--- src/hw/rtl/hsfc_pkg.sv ---
// Package: shared types and constants for the half/single float converter.
`default_nettype none
package hsfc_pkg;

	typedef enum logic {
		ACT_PROMOTE = 1'b0,
		ACT_DEMOTE  = 1'b1
	} act_t;

	typedef enum logic [2:0] {
		CLS_ZERO,
		CLS_SUB,
		CLS_NORM,
		CLS_INF,
		CLS_NAN
	} cls_t;

	typedef struct packed {
		act_t        act;
		logic        sign;
		cls_t        cls;
		logic [7:0]  exp8;  // promote: biased single exponent; demote: half exponent
		logic [22:0] frac;  // promote: half fraction in low bits; demote: single fraction
		logic [4:0]  amt;   // promote: leading-one position; demote: subnormal right shift
	} dec_t;

	localparam logic [7:0] EXP_ADJ      = 8'd112;
	localparam logic [7:0] SUB_EXP_BASE = 8'd103;
	localparam logic [7:0] DEM_SUB_BASE = 8'd126;
	localparam logic [7:0] DEM_SUB_MIN  = 8'd102;
	localparam logic [7:0] DEM_NORM_MIN = 8'd113;
	localparam logic [7:0] DEM_INF_MIN  = 8'd143;
	localparam logic [4:0] PRO_SHL_TOP  = 5'd23;

endpackage
`default_nettype wire

--- src/hw/rtl/hsfc_decode.sv ---
// Decode stage: field split, class detection, leading-one search and shift amount.
`default_nettype none
module hsfc_decode
	import hsfc_pkg::*;
(
	input  wire logic        action,
	input  wire logic [31:0] value_in,
	output dec_t             dec
);

	logic [4:0] h_ex;
	logic [9:0] h_fr;
	logic [7:0] f_ex;
	logic [22:0] f_fr;
	logic [3:0] lead;

	assign h_ex = value_in[14:10];
	assign h_fr = value_in[9:0];
	assign f_ex = value_in[30:23];
	assign f_fr = value_in[22:0];

	always_comb begin
		lead = '0;
		for (int i = 0; i < 10; i++) begin
			if (h_fr[i])
				lead = 4'(i);
		end
	end

	always_comb begin
		dec.act  = act_t'(action);
		dec.sign = 1'b0;
		dec.cls  = CLS_ZERO;
		dec.exp8 = '0;
		dec.frac = '0;
		dec.amt  = '0;
		if (act_t'(action) == ACT_PROMOTE) begin
			dec.sign = value_in[15];
			dec.frac = {13'b0, h_fr};
			if (h_ex == 5'd0) begin
				dec.cls = (h_fr == '0) ? CLS_ZERO : CLS_SUB;
				dec.amt = {1'b0, lead};
			end else if (h_ex == 5'h1F) begin
				dec.cls = (h_fr == '0) ? CLS_INF : CLS_NAN;
			end else begin
				dec.cls  = CLS_NORM;
				dec.exp8 = {3'b0, h_ex} + EXP_ADJ;
			end
		end else begin
			dec.sign = value_in[31];
			dec.frac = f_fr;
			if (f_ex == 8'hFF) begin
				dec.cls = (f_fr == '0) ? CLS_INF : CLS_NAN;
			end else if (f_ex >= DEM_INF_MIN) begin
				dec.cls = CLS_INF;
			end else if (f_ex >= DEM_NORM_MIN) begin
				dec.cls  = CLS_NORM;
				dec.exp8 = f_ex - EXP_ADJ;
			end else if (f_ex >= DEM_SUB_MIN) begin
				dec.cls = CLS_SUB;
				dec.amt = 5'(DEM_SUB_BASE - f_ex);
			end else begin
				dec.cls = CLS_ZERO;
			end
		end
	end

endmodule
`default_nettype wire

--- src/hw/rtl/half_single_float_converter_core.sv ---
// Top level: three-stage half/single float converter pipeline (decode, shift, round).
// Throughput: one transaction per cycle while out_ready is high; a full stage stalls only when the next cannot move.
// Each stage holds a valid bit; a stage loads when empty or when it moves on.
// Reset: arst_n asynchronously clears all valid bits; payload registers are not reset.
`default_nettype none
module half_single_float_converter_core
	import hsfc_pkg::*;
(
	input  wire logic        clk,
	input  wire logic        arst_n,
	input  wire logic        in_valid,
	output logic             in_ready,
	input  wire logic        action,
	input  wire logic [31:0] value_in,
	input  wire logic        last_in,
	output logic             out_valid,
	input  wire logic        out_ready,
	output logic [31:0]      value_out,
	output logic             last_out
);

	dec_t        dec;
	dec_t        dec_s1;
	logic        last_s1, last_s2, last_s3;
	logic        v_s1, v_s2, v_s3;
	logic        rdy1, rdy2, rdy3;
	logic [31:0] base;
	logic        rnd;
	logic [31:0] base_s2, base_s3;
	logic        rnd_s2, rnd_s3;
	act_t        act_s2, act_s3;
	logic [4:0]  shl;
	logic [47:0] wide;

	hsfc_decode u_decode (
		.action  (action),
		.value_in(value_in),
		.dec     (dec)
	);

	assign rdy3     = !v_s3 || out_ready;
	assign rdy2     = !v_s2 || rdy3;
	assign rdy1     = !v_s1 || rdy2;
	assign in_ready = rdy1;

	always_ff @(posedge clk or negedge arst_n) begin
		if (!arst_n) begin
			v_s1 <= 1'b0;
			v_s2 <= 1'b0;
			v_s3 <= 1'b0;
		end else begin
			if (rdy1)
				v_s1 <= in_valid;
			if (rdy2)
				v_s2 <= v_s1;
			if (rdy3)
				v_s3 <= v_s2;
		end
	end

	always_ff @(posedge clk) begin
		if (rdy1 && in_valid) begin
			dec_s1  <= dec;
			last_s1 <= last_in;
		end
		if (rdy2 && v_s1) begin
			base_s2 <= base;
			rnd_s2  <= rnd;
			act_s2  <= dec_s1.act;
			last_s2 <= last_s1;
		end
		if (rdy3 && v_s2) begin
			base_s3 <= {base_s2[31:15], base_s2[14:0] + {14'b0, rnd_s2}};
			rnd_s3  <= rnd_s2;
			act_s3  <= act_s2;
			last_s3 <= last_s2;
		end
	end

	// shift stage
	assign shl  = PRO_SHL_TOP - dec_s1.amt;
	assign wide = {1'b1, dec_s1.frac, 24'b0} >> dec_s1.amt;

	always_comb begin
		base = '0;
		rnd  = 1'b0;
		if (dec_s1.act == ACT_PROMOTE) begin
			unique case (dec_s1.cls)
				CLS_ZERO: base = {dec_s1.sign, 31'b0};
				CLS_SUB:  base = {dec_s1.sign, {3'b0, dec_s1.amt} + SUB_EXP_BASE,
					23'(dec_s1.frac << shl)};
				CLS_NORM: base = {dec_s1.sign, dec_s1.exp8, dec_s1.frac[9:0], 13'b0};
				CLS_INF:  base = {dec_s1.sign, 8'hFF, 23'b0};
				CLS_NAN:  base = {dec_s1.sign, 8'hFF, 1'b1, dec_s1.frac[8:0], 13'b0};
				default:  base = '0;
			endcase
		end else begin
			unique case (dec_s1.cls)
				CLS_ZERO: base = {16'b0, dec_s1.sign, 15'b0};
				CLS_SUB: begin
					base = {16'b0, dec_s1.sign, 5'b0, wide[33:24]};
					rnd  = wide[23] && ((|wide[22:0]) || wide[24]);
				end
				CLS_NORM: begin
					base = {16'b0, dec_s1.sign, dec_s1.exp8[4:0], dec_s1.frac[22:13]};
					rnd  = dec_s1.frac[12] && ((|dec_s1.frac[11:0]) || dec_s1.frac[13]);
				end
				CLS_INF:  base = {16'b0, dec_s1.sign, 5'h1F, 10'b0};
				CLS_NAN:  base = {16'b0, dec_s1.sign, 5'h1F, 1'b1, dec_s1.frac[21:13]};
				default:  base = '0;
			endcase
		end
	end

	assign out_valid = v_s3;
	assign value_out = base_s3;
	assign last_out  = last_s3;

	a_demote_upper_zero: assert property (@(posedge clk) disable iff (!arst_n)
		v_s3 && act_s3 == ACT_DEMOTE |-> value_out[31:16] == 16'b0)
		else $error("demote result has nonzero upper half");

	a_round_only_demote: assert property (@(posedge clk) disable iff (!arst_n)
		v_s3 && rnd_s3 |-> act_s3 == ACT_DEMOTE)
		else $error("rounding increment on promote result");

	a_s1_hold: assert property (@(posedge clk) disable iff (!arst_n)
		v_s1 && !rdy2 |=> v_s1 && $stable(dec_s1) && $stable(last_s1))
		else $error("stage 1 transaction lost during stall");

	a_s2_hold: assert property (@(posedge clk) disable iff (!arst_n)
		v_s2 && !rdy3 |=> v_s2 && $stable(base_s2) && $stable(rnd_s2))
		else $error("stage 2 transaction lost during stall");

endmodule
`default_nettype wire
--- config.mk ---
export PLATFORM = sky130hd
export DESIGN_NAME = half_single_float_converter_core
export DESIGN_NICKNAME = d
export VERILOG_FILES = /design/src/hw/rtl/hsfc_pkg.sv /design/src/hw/rtl/hsfc_decode.sv /design/src/hw/rtl/half_single_float_converter_core.sv
export SDC_FILE = /design/constraint.sdc
export NUM_CORES = 1
export LEC_CHECK = 0
export BUFFER_PORTS_ARGS = -buffer_cell sky130_fd_sc_hd__buf_2
export CORE_MARGIN = 3
export CORE_UTILIZATION = 60
export DETAILED_ROUTE_END_ITERATION = 7
export GPL_TIMING_DRIVEN = 0
export PLACE_DENSITY = 0.81
export SYNTH_ARGS = -nofsm -noshare
export SYNTH_HDL_FRONTEND = slang
export SYNTH_SLANG_ARGS = --single-unit
--- constraint.sdc ---
create_clock -name clk -period 5.5 [get_ports clk]
set_clock_uncertainty 0.15 [all_clocks]
set_input_delay 0.825 -clock clk [delete_from_list [all_inputs] [get_ports clk]]
set_output_delay 0.825 -clock clk [all_outputs]
set_load 0.02 [all_outputs]
# Word-level counts from Yosys, hierarchy flattened
# Index checks and enable logic that the tools add are counted.
[totals] in_bits=38 regBits=112 word_cells=85 output_inout_bits=35
[classes] n_reduce_logical=19 n_addsub=6 mux=33 shifts=2 n_eq_ne=6 n_lt_le_gt_ge=3
[ops] cell="32-bit case mux with 5 select lines" n=1
[ops] cell="16-bit case mux with 5 select lines" n=1
[ops] cell="48-bit by 5-bit >> shifter with 34-bit output" n=1
[ops] cell="40-bit two-way mux" n=1
[ops] cell="8-bit two-way mux" n=5
[ops] cell="32-bit two-way mux" n=1
[ops] cell="3-bit two-way mux" n=10
[ops] cell="23-bit logical NOT" n=1
[ops] cell="23-bit OR reduction" n=1
[ops] cell="23-bit by 5-bit << shifter with 23-bit output" n=1
[ops] cell="5-bit two-way mux" n=4
[ops] cell="5-bit by 7-bit adder with 8-bit output, second input constant" n=2
[ops] cell="8-bit by 7-bit greater-or-equal comparator with 1-bit output, second input constant" n=2
[ops] cell="15-bit by 1-bit adder with 15-bit output" n=1
[ops] cell="4-bit two-way mux" n=3
[ops] cell="12-bit OR reduction" n=1
[ops] cell="10-bit logical NOT" n=1
[ops] cell="5-bit subtractor, first input constant" n=2
[ops] cell="8-bit == test, second input constant" n=1
[ops] cell="8-bit greater-or-equal comparator, second input constant" n=1
[ops] cell="8-bit by 7-bit subtractor with 8-bit output, second input constant" n=1
[ops] cell="3-bit by 2-bit == test with 1-bit output, second input constant" n=2
[ops] cell="2-bit two-way mux" n=3
[ops] cell="5-bit == test, second input constant" n=1
[ops] cell="other kinds (9)" n=21

# Longest topological paths before layout
# Gate-level depths: netlist (run 1).
[logic_depth] depth_word=11 depth_mapped=11 ltp_nobuf=8

# Cells and area by module
# From an unflattened synthesis (run 1), not the netlist that was laid out.
[hier_totals] hier_cells=640 area_unflattened_um2=7165.6
[modules_own_cells] module="half_single_float_converter_core" area_per_inst_um2=6364.9 seq_area_each_um2=3348.2 instances=1 cells_per_inst=521
[modules_own_cells] module="hsfc_decode" area_per_inst_um2=800.8 seq_area_each_um2=0.0 instances=1 cells_per_inst=119

# Worst setup path after synthesis (run 1)
# OpenSTA, ideal clock, no wires.
[synth_path] path_type="in2reg" start="in out_ready" end="reg dec_s1[0] (netlist bit) (enable)" required_time_ns=4.947 setup_time_ns=0.403 setup_slack_ns=2.790 arrival_ns=2.157 stages=3 path_buffers=0 cell_sequence="nor2b_1 > nand3_1 > and2_1"
[synth_between] elab_chain_len=4
[synth_lines] item="from (decl)" line_no="half_single_float_converter_core.sv:17" source="input wire logic out_ready,"
[synth_lines] item="1-bit logical OR" line_no="half_single_float_converter_core.sv:41" source="assign rdy3 = !v_s3 || out_ready;"
[synth_lines] item="1-bit logical OR" line_no="half_single_float_converter_core.sv:42" source="assign rdy2 = !v_s2 || rdy3;"
[synth_lines] item="1-bit logical OR" line_no="half_single_float_converter_core.sv:43" source="assign rdy1 = !v_s1 || rdy2;"
[synth_lines] item="named net in_ready" line_no="half_single_float_converter_core.sv:12" source="output logic in_ready,"
[synth_lines] item="1-bit logical AND" line_no="half_single_float_converter_core.sv:62" source="if (rdy1 && in_valid) begin"
[synth_lines] item="to (signal assigned)" line_no="half_single_float_converter_core.sv:63" source="dec_s1 <= dec;"
[synth_lines] item="to (decl)" line_no="half_single_float_converter_core.sv:23" source="dec_t dec_s1;"
# The timed path passes the listed nets, and every way through them passes these cells.
# A chain may end at the register's enable or synchronous reset.

# Worst setup path after layout (run 1)
[layout_path] start="reg dec_s1[1] (netlist bit)" end="reg rnd_s2 (data pin)"
[layout_between] elab_chain_len=5
[layout_lines] item="48-bit by 5-bit >> shifter with 34-bit output (*)" line_no="half_single_float_converter_core.sv:82" source="assign wide = {1'b1, dec_s1.frac, 24'b0} >> dec_s1.amt;"
[layout_lines] item="23-bit OR reduction" line_no="half_single_float_converter_core.sv:102" source="rnd = wide[23] && ((|wide[22:0]) || wide[24]);"
[layout_lines] item="1-bit logical OR" line_no="half_single_float_converter_core.sv:102"
[layout_lines] item="1-bit logical AND (*)" line_no="half_single_float_converter_core.sv:102"
[layout_lines] item="1-bit case mux with 2 select lines (*)" line_no="half_single_float_converter_core.sv:98" source="unique case (dec_s1.cls)"
[layout_lines] item="to (signal assigned)" line_no="half_single_float_converter_core.sv:68" source="rnd_s2 <= rnd;"
[layout_lines] item="to (decl)" line_no="half_single_float_converter_core.sv:30" source="logic rnd_s2, rnd_s3;"
# Mark *: on every way between the ends. The rest lies on a longest branch, timed or not.

==> results_dict.tcl, run 1 <==
set metrics [dict create \
    antenna_found_initial 0 \
    vias 5701 \
    synthArstFlopShare_pct 2.68 \
    cp_data_arrival_time_ps 3290 \
    layout.cells.non_filler 845 \
    synth_compound_area_share_pct 15.4 \
    critical_path_buf_inv_count 2 \
    crit_path_max_incr_delay_ps 500 \
    ir_worst_vdd_mv 0.165 \
    grt_pass1_vias 5548 \
    die_height_microns 111 \
    synth_edf_count 109 \
    avgSynthCellArea_sq_um 10.7 \
    worstPathMaxFanout 10 \
    ant_nets 0 \
    hold_path_class "input pin to async pin" \
    synthesis.nets 672 \
    drc 0 \
    syn2layout_area_growth_pct 11.0 \
    cts_setup_buffers 0 \
    end_kind "flop" \
    grt.total_usage_pct 31.1 \
    grt-ovfl-total 0 \
    drive_above_1_share_pct 18.1 \
    vias_per_cell 6.75 \
    io_pins 73 \
    synth_cell_types 59 \
    setup_violations 0 \
    num-fill-cells 751 \
    drt_iter0_drc 769 \
    clk-insertion-delay-late_ps 390 \
    grt_pass1_wl_microns 30000 \
    synthAdderAreaFrac_pct 2.44 \
    r2r_start "dec_s1[1]" \
    cp_slowest_cell "edfxtp_1" \
    hold_ws_ps 46.7 \
    ctsResizeCount 0 \
    fin_crit_ps 3300 \
    dr.pass1.iters 6 \
    hold_buffers 0 \
    cts_sinks 112 \
    synth_top_family_by_area "simple AND/OR/NAND/NOR gates" \
    synthXorXnorAreaFrac_pct 2.49 \
    p_leak_nw 2.79 \
    root_buffer "clkbuf_8" \
    relSlewSlack_pct 38.8 \
    synthMuxAreaShare_pct 10.4 \
    timing.critical_path.from "dec_s1[1]" \
    critPathRequiredTime_ps 5490 \
    htreeDepth 3 \
    netlist_area_sq_um 6670 \
    path_cells "clkbuf_1 > buf_1 > mux2i_1 > nand2_1 > o21a_1 > nor4_1 > a31o_2 > a32oi_1" \
    synth_seq_cells 112 \
    fin_setup_tns_ps 0 \
    cts_buffers 9 \
    syn_inst 621 \
    clk_path_buf_depth 2 \
    powerDensity_nw_per_um2 279 \
    slew_violations 0 \
    maxCapViolCount 0 \
    synth-seq-area-share_pct 50.2 \
    die_w_microns 111 \
    avgRoutedWirePerCell_microns 22.9 \
    row_count 37 \
    ys.flop_type "edfxtp_1" \
    place_congestion 0.968 \
    dp_hpwl_microns 14900 \
    port_buffers 72 \
    design.core.area_sq_um 10600 \
    synth-simple-area-share_pct 15.9 \
    fmax_mhz 303 \
    path_class "flop to flop" \
    cts_tree "built" \
    yosysWarnings 0 \
    status "complete, no violations" \
    wl_microns 19300 \
    clk_pin_slew_worst_paths_ps 110 \
    n_antenna_cell 0 \
    grt_max_degree 43 \
    fin_crit_sh_pct 60.0 \
    worstMarginPinSlew_ps 917 \
    dp.cells 829 \
    startpoint_type "flop" \
    dieArea_sq_um 12400 \
    rsz0062_at_grt "no" \
    crit_family "buffers and inverters" \
    initial_core_util_pct 63.2 \
    finalHoldViolations 0 \
    final_nets 755 \
]
-- synth_stat cells (7+ instances only) --
| cell | instances | area share (%) |
|---|---|---|
| edfxtp_1 | 109 | 49 |
| nor4_1 | 7 | 0.66 |
| xnor2_1 | 11 | 1.4 |
| mux2_2 | 15 | 2.5 |
| a21oi_1 | 32 | 2.4 |
| o22ai_1 | 19 | 1.8 |
| o21ai_0 | 36 | 2.7 |
| nand3_1 | 19 | 1.4 |
| nor2_1 | 76 | 4.3 |
| a221oi_1 | 7 | 0.92 |
| a22o_1 | 7 | 0.92 |
| and2_1 | 25 | 2.3 |
| and3_1 | 7 | 0.66 |
| nand2b_1 | 13 | 1.2 |
| xor2_1 | 8 | 1.1 |
| inv_1 | 15 | 0.84 |
| ha_1 | 13 | 2.4 |
| mux4_2 | 9 | 3.0 |
| nor3_1 | 8 | 0.60 |
| clkbuf_1 | 25 | 1.4 |
| a22oi_1 | 11 | 1.2 |
| mux2i_1 | 27 | 4.1 |
| nand2_1 | 41 | 2.3 |
-- cell type report --
cell class                      count  area, sq um  share of cell area (%)
Multi-Input combinational cell    459         3110                    42.0
Inverter                           17         63.8                   0.862
Sequential cell                   112         3350                    45.2
Timing Repair Buffer               72          360                    4.87
Tap cell                          136          170                    2.30
Buffer                             33          153                    2.06
Clock buffer                        9          124                    1.67
Clock inverter                      7         72.6                   0.980
-- metrics by stage --
stage / area, sq um / total power (W) / util, % / setup slack, ps
final: 7400 / 0.00206 / 70.1 / 2200
after global routing: 7400 / 0.00214 / 70.1 / 2070
after CTS: 7400 / 0.00205 / 70.1 / 2300
after detailed placement: 7200 / 0.00157 / 68.3 / 2300
after global placement: 7200 / 0.00155 / 68.2 / 2240
after floorplan: 6670 / 0.00140 / - / 2790
-- metal layers --
layer | part of all wire [%] | wire [microns] | global-route usage [%] | up-vias
met1 | 38 | 7330 | 39.0 | 2654
met5 | 0 | 0 | 0 | -
met3 | 9.6 | 1860 | 7.01 | 92
met2 | 47 | 9010 | 50.5 | 427
li1 | - | - | - | 2528
met4 | 5.8 | 1120 | 16.6 | 0
-- cell families after synthesis --
family                   after synthesis
XOR/XNOR                              19
AND/OR/NAND/NOR                      218
buffers and inverters                 50
flip-flops                           112
multiplexers                          53
adder cells (fa/ha/maj)               13
AO/OA/AOI/OAI                        156
-- worst reg2reg max path: stages (launching register included) --
cell      delay [ps]
edfxtp_1         500
clkbuf_1         420
buf_1            490
mux2i_1          460
nand2_1          210
o21a_1           210
nor4_1           320
a31o_2           200
a32oi_1          100
-- final timing paths --
kind	to	slack [ps]	cells after the start
max	rnd_s2	2200	8
min	v_s2	50	1
max reg2reg	rnd_s2	2200	8
min reg2reg	value_out[17]	280	0
max in group asynchronous	v_s1	5040	1
min in group clk	value_out[17]	280	0
-- sequential cells by signal, summed over array words and instances, names as in the netlist --
name       cells
rnd_s2         1
dec_s1        41
last_s1        1
value_out     32
last_s2        1
v_s2           1
v_s1           1
base_s2       32
last_out       1
out_valid      1
-- layout by cell type (no fill, tap or decap), drive strengths merged, types with 4 or more instances in the layout --
cell    synthesis  routed
xnor2          11      11
a211oi          5       5
nand2b         13      13
o32ai           4       4
nand2          41      41
nand3          19      19
edfxtp        109     109
o21ai          36      36
xor2            8       8
a22o            7       7
mux2i          27      27
o211ai          5       5
clkbuf         25      34
a221oi          7       7
inv            15      19
buf             8      80
nor4            7       7
a21oi          32      32
nor3            8       8
clkinv          2       5
and2           25      25
ha             13      13
nor2b           7       7
o22ai          19      19
a22oi          11      11
and3            7       7
mux2           15      15
mux4           11      11
o21a            4       4
nor2           76      76
nand4           4       4
-- power by group --
part           switching, W  internal (W)  leakage [nW]  total (W)
sequential        0.0000542       0.00104          1.11    0.00109
clock              0.000320      0.000180         0.102   0.000500
combinational      0.000304      0.000165          1.58   0.000469
Note: power is estimated with default switching activity, not from simulation.
==> run 2, diff against run 1 <==
--- a/config.mk
+++ b/config.mk
@@ -7,10 +7,10 @@
 export LEC_CHECK = 0
 export BUFFER_PORTS_ARGS = -buffer_cell sky130_fd_sc_hd__buf_2
 export CORE_MARGIN = 3
-export CORE_UTILIZATION = 60
+export CORE_UTILIZATION = 54
 export DETAILED_ROUTE_END_ITERATION = 7
 export GPL_TIMING_DRIVEN = 0
-export PLACE_DENSITY = 0.81
+export PLACE_DENSITY = 0.77
 export SYNTH_ARGS = -nofsm -noshare
 export SYNTH_HDL_FRONTEND = slang
 export SYNTH_SLANG_ARGS = --single-unit
==> constraint.sdc (replaced) <==
create_clock -name clk -period 3 [get_ports clk]
set_clock_uncertainty 0.15 [all_clocks]
set_input_delay 0.45 -clock clk [delete_from_list [all_inputs] [get_ports clk]]
set_output_delay 0.45 -clock clk [all_outputs]
set_load 0.02 [all_outputs]
==> run 2 against run 1 <==
Hold slack gained 70 ps. Register-to-register slack lost 2200 ps. Global-route usage shrank 2.1 points. Critical endpoint unchanged. Sequential power grew 84%. First-iteration DRC count grew 1.2%. Design area grew 4.0%. Highest routed layer unchanged.
==> results_dict.tcl, run 2 (synthesized netlist as in run 1, its figures left out) <==
set metrics [dict create \
    path_class "flop to flop" \
    hold_path_class "input pin to flop" \
    dp_hpwl_microns 14800 \
    postLayoutCellArea_sq_um 7700 \
    drive_above_1_share_pct 21.3 \
    critPathRequiredTime_ps 2940 \
    design.core.area_sq_um 11800 \
    vias 5638 \
    grt_max_degree 43 \
    grt.total_usage_pct 29.0 \
    clk_pin_slew_worst_paths_ps 70 \
    htreeDepth 3 \
    status "complete, no violations" \
    min-delay-start "last_in" \
    dp.cells 857 \
    min_to "last_s1" \
    min_path_cells 1 \
    worstPathMaxFanout 10 \
    ant_nets 0 \
    rsz0062_at_grt "yes" \
    grt-ovfl-total 0 \
    grt_pass1_vias 5312 \
    startpoint_type "flop" \
    clk-insertion-delay-late_ps 350 \
    critical_path_buf_inv_count 2 \
    cts_sinks 112 \
    die_w_microns 117 \
    end_kind "flop" \
    fin_crit_sh_pct 98.5 \
    final_nets 758 \
    place_congestion 0.991 \
    ir_worst_vdd_mv 0.296 \
    r2r_setup_slack_ps 40 \
    place_area_sq_um 7240 \
    row_count 39 \
    wl_microns 19100 \
    initial_core_util_pct 56.7 \
    num-fill-cells 937 \
    layout_commonest_cell "edfxtp_1" \
    hold_ws_ps 117 \
    avgRoutedWirePerCell_microns 21.8 \
    antenna_found_initial 0 \
    slew_violations 0 \
    crit_path_max_incr_delay_ps 510 \
    r2r_start "dec_s1[0]" \
    reg2reg_depth 9 \
    relSlewSlack_pct 39.4 \
    r2r_end "rnd_s2" \
    maxCapViolCount 0 \
    worstMarginPinSlew_ps 909 \
    path_cells "buf_6 > buf_8 > mux2i_4 > mux2i_2 > a221o_2 > o21a_1 > nor4_2 > a31o_2 > a32oi_2" \
    crit_family "compound AO/OA/AOI/OAI gates" \
    vias_per_cell 6.44 \
    layout.cells.non_filler 876 \
    total_power_w 0.00419 \
    grt_pass1_wl_microns 29400 \
    n_antenna_cell 0 \
    dieArea_sq_um 13700 \
    drt_iter0_drc 778 \
    fin_crit_ps 2960 \
    fmax_mhz 338 \
    powerDensity_nw_per_um2 544 \
    drc 0 \
    cp_slowest_cell "a221o_2" \
    post-route-util_pct 65.5 \
    largest_reg_flops 41 \
    cts_tree "built" \
    root_buffer "clkbuf_16" \
    finalHoldViolations 0 \
    io_pins 73 \
    clk_path_buf_depth 2 \
    setup_violations 0 \
    p_leak_nw 2.87 \
    cts_buffers 9 \
    cp_data_arrival_time_ps 2890 \
    dr.pass1.iters 6 \
    die_height_microns 117 \
    mostFrequentLayoutCells "edfxtp_1, buf_2, nor2_1" \
    syn2layout_area_growth_pct 15.4 \
    port_buffers 72 \
    largest_register "dec_s1" \
]
-- run 2: changes by cell type in the layout (fill, tap and decap cells not counted), sizes merged --
cell / change
bufinv: +2
clkinv: -2
dlygate4sd3: +1
buf: +3
clkbuf: -1
clkinvlp: +1
inv: -1
-- run 2: timing repair --
action / in CTS / in global routing
pin swaps: 1 / 1
gates cloned: 0 / 1
setup buffers: 0 / 2
endpoints found under the hold margin: 3 / 0
hold buffers: 1 / 0
endpoints found under the setup margin: 1 / 3
gates resized for setup: 8 / 20
-- run 2: layer usage --
metal  track usage, %  vias to the layer above  share of wire (%)
li1                 -                     2542                  -
met1             37.7                     2682                 40
met2             45.7                      344                 46
met3             5.09                       70                8.2
met4             16.9                        0                5.5
met5                0                        -                  0
-- run 2: through the flow --
stage	TNS (ps)	worst slack, ps
finish	0	43.7
global route	-40.4	-40.4
floorplan	0	472
CTS	0	2.66
detailed placement	-314	-314
global placement	-303	-303
-- run 2: report_power, final --
part | switching [W] | internal, W
clock | 0.000550 | 0.000742
combinational | 0.000570 | 0.000321
sequential | 0.0000989 | 0.00191
total | 0.00122 | 0.00297
-- run 2: how the worst max path moves through the flow --
stage	cells after the start	slack, ps	startpoint	endpoint
6_report	9	40	dec_s1[0]	rnd_s2
5_1_grt	8	-40	dec_s1[0]	rnd_s2
4_1_cts	8	3	dec_s1[2]	rnd_s2
3_5_place_dp	8	-310	dec_s1[1]	rnd_s2
3_3_place_gp	8	-300	dec_s1[1]	rnd_s2
2_1_floorplan	8	470	dec_s1[0]	rnd_s2
-- run 2: final cells by class --
type | instances | area (sq um) | area share [%]
sequential | 112 | 3350 | 43.5
multi-input combinational | 459 | 3210 | 41.7
timing repair buffer | 76 | 390 | 5.07
clock buffer | 9 | 225 | 2.93
tap | 164 | 205 | 2.67
buffer | 32 | 156 | 2.03
clock inverter | 7 | 101 | 1.32
inverter | 17 | 63.8 | 0.829
==> run 3, diff against run 2 <==
--- a/config.mk
+++ b/config.mk
@@ -5,6 +5,7 @@
 export SDC_FILE = /design/constraint.sdc
 export NUM_CORES = 1
 export LEC_CHECK = 0
+export ABC_AREA = 1
 export BUFFER_PORTS_ARGS = -buffer_cell sky130_fd_sc_hd__buf_2
 export CORE_MARGIN = 3
 export CORE_UTILIZATION = 54
==> run 3 against run 2 <==
Clock power down 7%. Highest routed layer unchanged. Largest cell class unchanged. Critical path type unchanged. Sequential share of layout area down 0.18 points. Design area up 0.41%.
==> results_dict.tcl, run 3 <==
set metrics [dict create \
    status "complete, no violations" \
    drive_above_1_share_pct 19.3 \
    powerDensity_nw_per_um2 608 \
    end_kind "flop" \
    synthXorXnorAreaFrac_pct 2.19 \
    cts_sinks 112 \
    worstMarginPinSlew_ps 1310 \
    wl_microns 19900 \
    hold_path_class "input pin to flop" \
    path_class "flop to flop" \
    grt_max_degree 43 \
    ir_worst_vdd_mv 0.418 \
    synthTopCellsByCount "nand2_1, edfxtp_1, nand3_1, inv_1, nor2_1" \
    rsz0062_at_grt "no" \
    slew_violations 0 \
    synth_cell_types 46 \
    dp.cells 1020 \
    io_pins 73 \
    synth-simple-area-share_pct 30.0 \
    clk-insertion-delay-late_ps 370 \
    vias_per_cell 5.76 \
    mostFrequentLayoutCells "nand2_1, edfxtp_1, nand3_1" \
    ys.flop_type "edfxtp_1" \
    synth-seq-area-share_pct 49.1 \
    clk_pin_slew_worst_paths_ps 80 \
    synth_compound_area_share_pct 9.25 \
    cts_buffers 9 \
    die_height_microns 118 \
    worstPathMaxFanout 9 \
    postLayoutCellArea_sq_um 7730 \
    row_count 40 \
    cp_data_arrival_time_ps 2770 \
    synth_seq_cells 112 \
    synth_edf_count 109 \
    critPathRequiredTime_ps 3040 \
    relSlewSlack_pct 12.7 \
    n_antenna_cell 0 \
    maxCapViolCount 0 \
    place_area_sq_um 7410 \
    cts_tree "built" \
    design.core.area_sq_um 12200 \
    place_congestion 1.00 \
    grt_pass1_wl_microns 30900 \
    die_w_microns 118 \
    drc 0 \
    synth.top_cell.area_share_pct 48.0 \
    drt_iter0_drc 665 \
    hold_ws_ps 123 \
    grt_pass1_vias 5885 \
    layout_commonest_cell "nand2_1" \
    final_nets 915 \
    fin_crit_sh_pct 91.1 \
    final-seq-area_sq_um 3350 \
    netlist_area_sq_um 6810 \
    clk_path_buf_depth 2 \
    grt-ovfl-total 0 \
    ant_nets 0 \
    avgRoutedWirePerCell_microns 19.2 \
    syn_inst 780 \
    initial_core_util_pct 56.0 \
    synth_top_family_by_area "simple AND/OR/NAND/NOR gates" \
    finalHoldViolations 0 \
    cts_setup_buffers 0 \
    ctsResizeCount 0 \
    startpoint_type "flop" \
    num-fill-cells 1009 \
    largest_register "dec_s1" \
    yosysWarnings 0 \
    layout.cells.non_filler 1037 \
    synthAdderAreaFrac_pct 2.39 \
    yosys-top-cells-area "edfxtp_1, nand2_1, nand3_1" \
    fmax_mhz 366 \
    multi_input_area_sq_um 3000 \
    syn2layout_area_growth_pct 13.4 \
    avgSynthCellArea_sq_um 8.74 \
    htreeDepth 3 \
    synthesis.nets 831 \
    synth_most_common_cell "nand2_1" \
    synth_area_leader_cell "edfxtp_1" \
    dr.pass1.iters 5 \
    root_buffer "clkbuf_16" \
    fin_crit_ps 2730 \
    grt.total_usage_pct 28.7 \
    port_buffers 71 \
    synthMuxAreaShare_pct 0 \
    largest_reg_flops 41 \
    vias 5975 \
    dp_hpwl_microns 16100 \
    dieArea_sq_um 14000 \
    synthArstFlopShare_pct 2.68 \
    p_leak_nw 3.40 \
    antenna_found_initial 0 \
    setup_violations 0 \
]
run 3: cell type report:
class	count	area share, %
well taps	168	2.72
plain buffers	30	2.57
clock inverters	7	1.08
multi-input cells	566	38.8
flip-flops and latches	112	43.3
repair buffers	73	4.99
clock buffers	9	2.91
inverters	72	3.66
run 3: cells by family (layout without fill, tap and decap cells):
logic type / after synthesis / count (layout)
XOR/XNOR: 17 / 17
AND/OR/NAND/NOR: 428 / 428
AO/OA/AOI/OAI: 108 / 108
flip-flops: 112 / 112
adder cells (fa/ha/maj): 13 / 13
buffers and inverters: 102 / 191
run 3: critical path, cell delays in order, from the launching register on:
cell      delay [ps]
edfxtp_1         530
ha_1             340
clkbuf_1         370
inv_1            300
nor2_1           240
nand2_1          220
inv_1            230
nand2_1           80
o21ai_0          100
run 3: timing repair:
item,4_1_cts,5_1_grt
setup endpoints to repair,0,0
endpoints found under the hold margin,3,0
hold buffers,1,0
run 3: path summary, 6_finish.rpt:
kind | slack (ps) | endpoint | from | cells past startpoint
setup / recovery | 270 | base_s2[9] | dec_s1[3] | 8
hold / removal | 120 | last_s1 | last_in | 1
setup reg to reg | 270 | base_s2[9] | dec_s1[3] | 8
hold reg to reg | 270 | value_out[26] | base_s2[26] | 0
max in group asynchronous | 2320 | v_s2 | arst_n | 2
min in group asynchronous | 270 | v_s1 | arst_n | 2
run 3: through the flow:
step                      TNS (ps)  util [%]  power (W)  setup WS (ps)
after floorplan                  0         -    0.00305            273
after global placement       -9260      60.7    0.00346           -284
after detailed placement         0      60.9    0.00351            323
after CTS                        0      63.6    0.00469            322
after global routing             0      63.6    0.00491           98.8
final                            0      63.6    0.00470            267
run 3: power by group:
| part | switching, W | internal (W) | leakage [nW] |
|---|---|---|---|
| Sequential | 0.000134 | 0.00207 | 1.11 |
| Clock | 0.000608 | 0.000595 | 0.149 |
| Combinational | 0.000906 | 0.000379 | 2.14 |
| Total | 0.00165 | 0.00305 | 3.40 |
run 3: metal layers:
metal  vias to the layer above  track usage, %  wire [microns]
met5                         -               0               0
li1                       2863               -               -
met2                       302            48.6            9720
met3                        35            5.45            1740
met1                      2775            36.3            7900
met4                         0            11.4             546
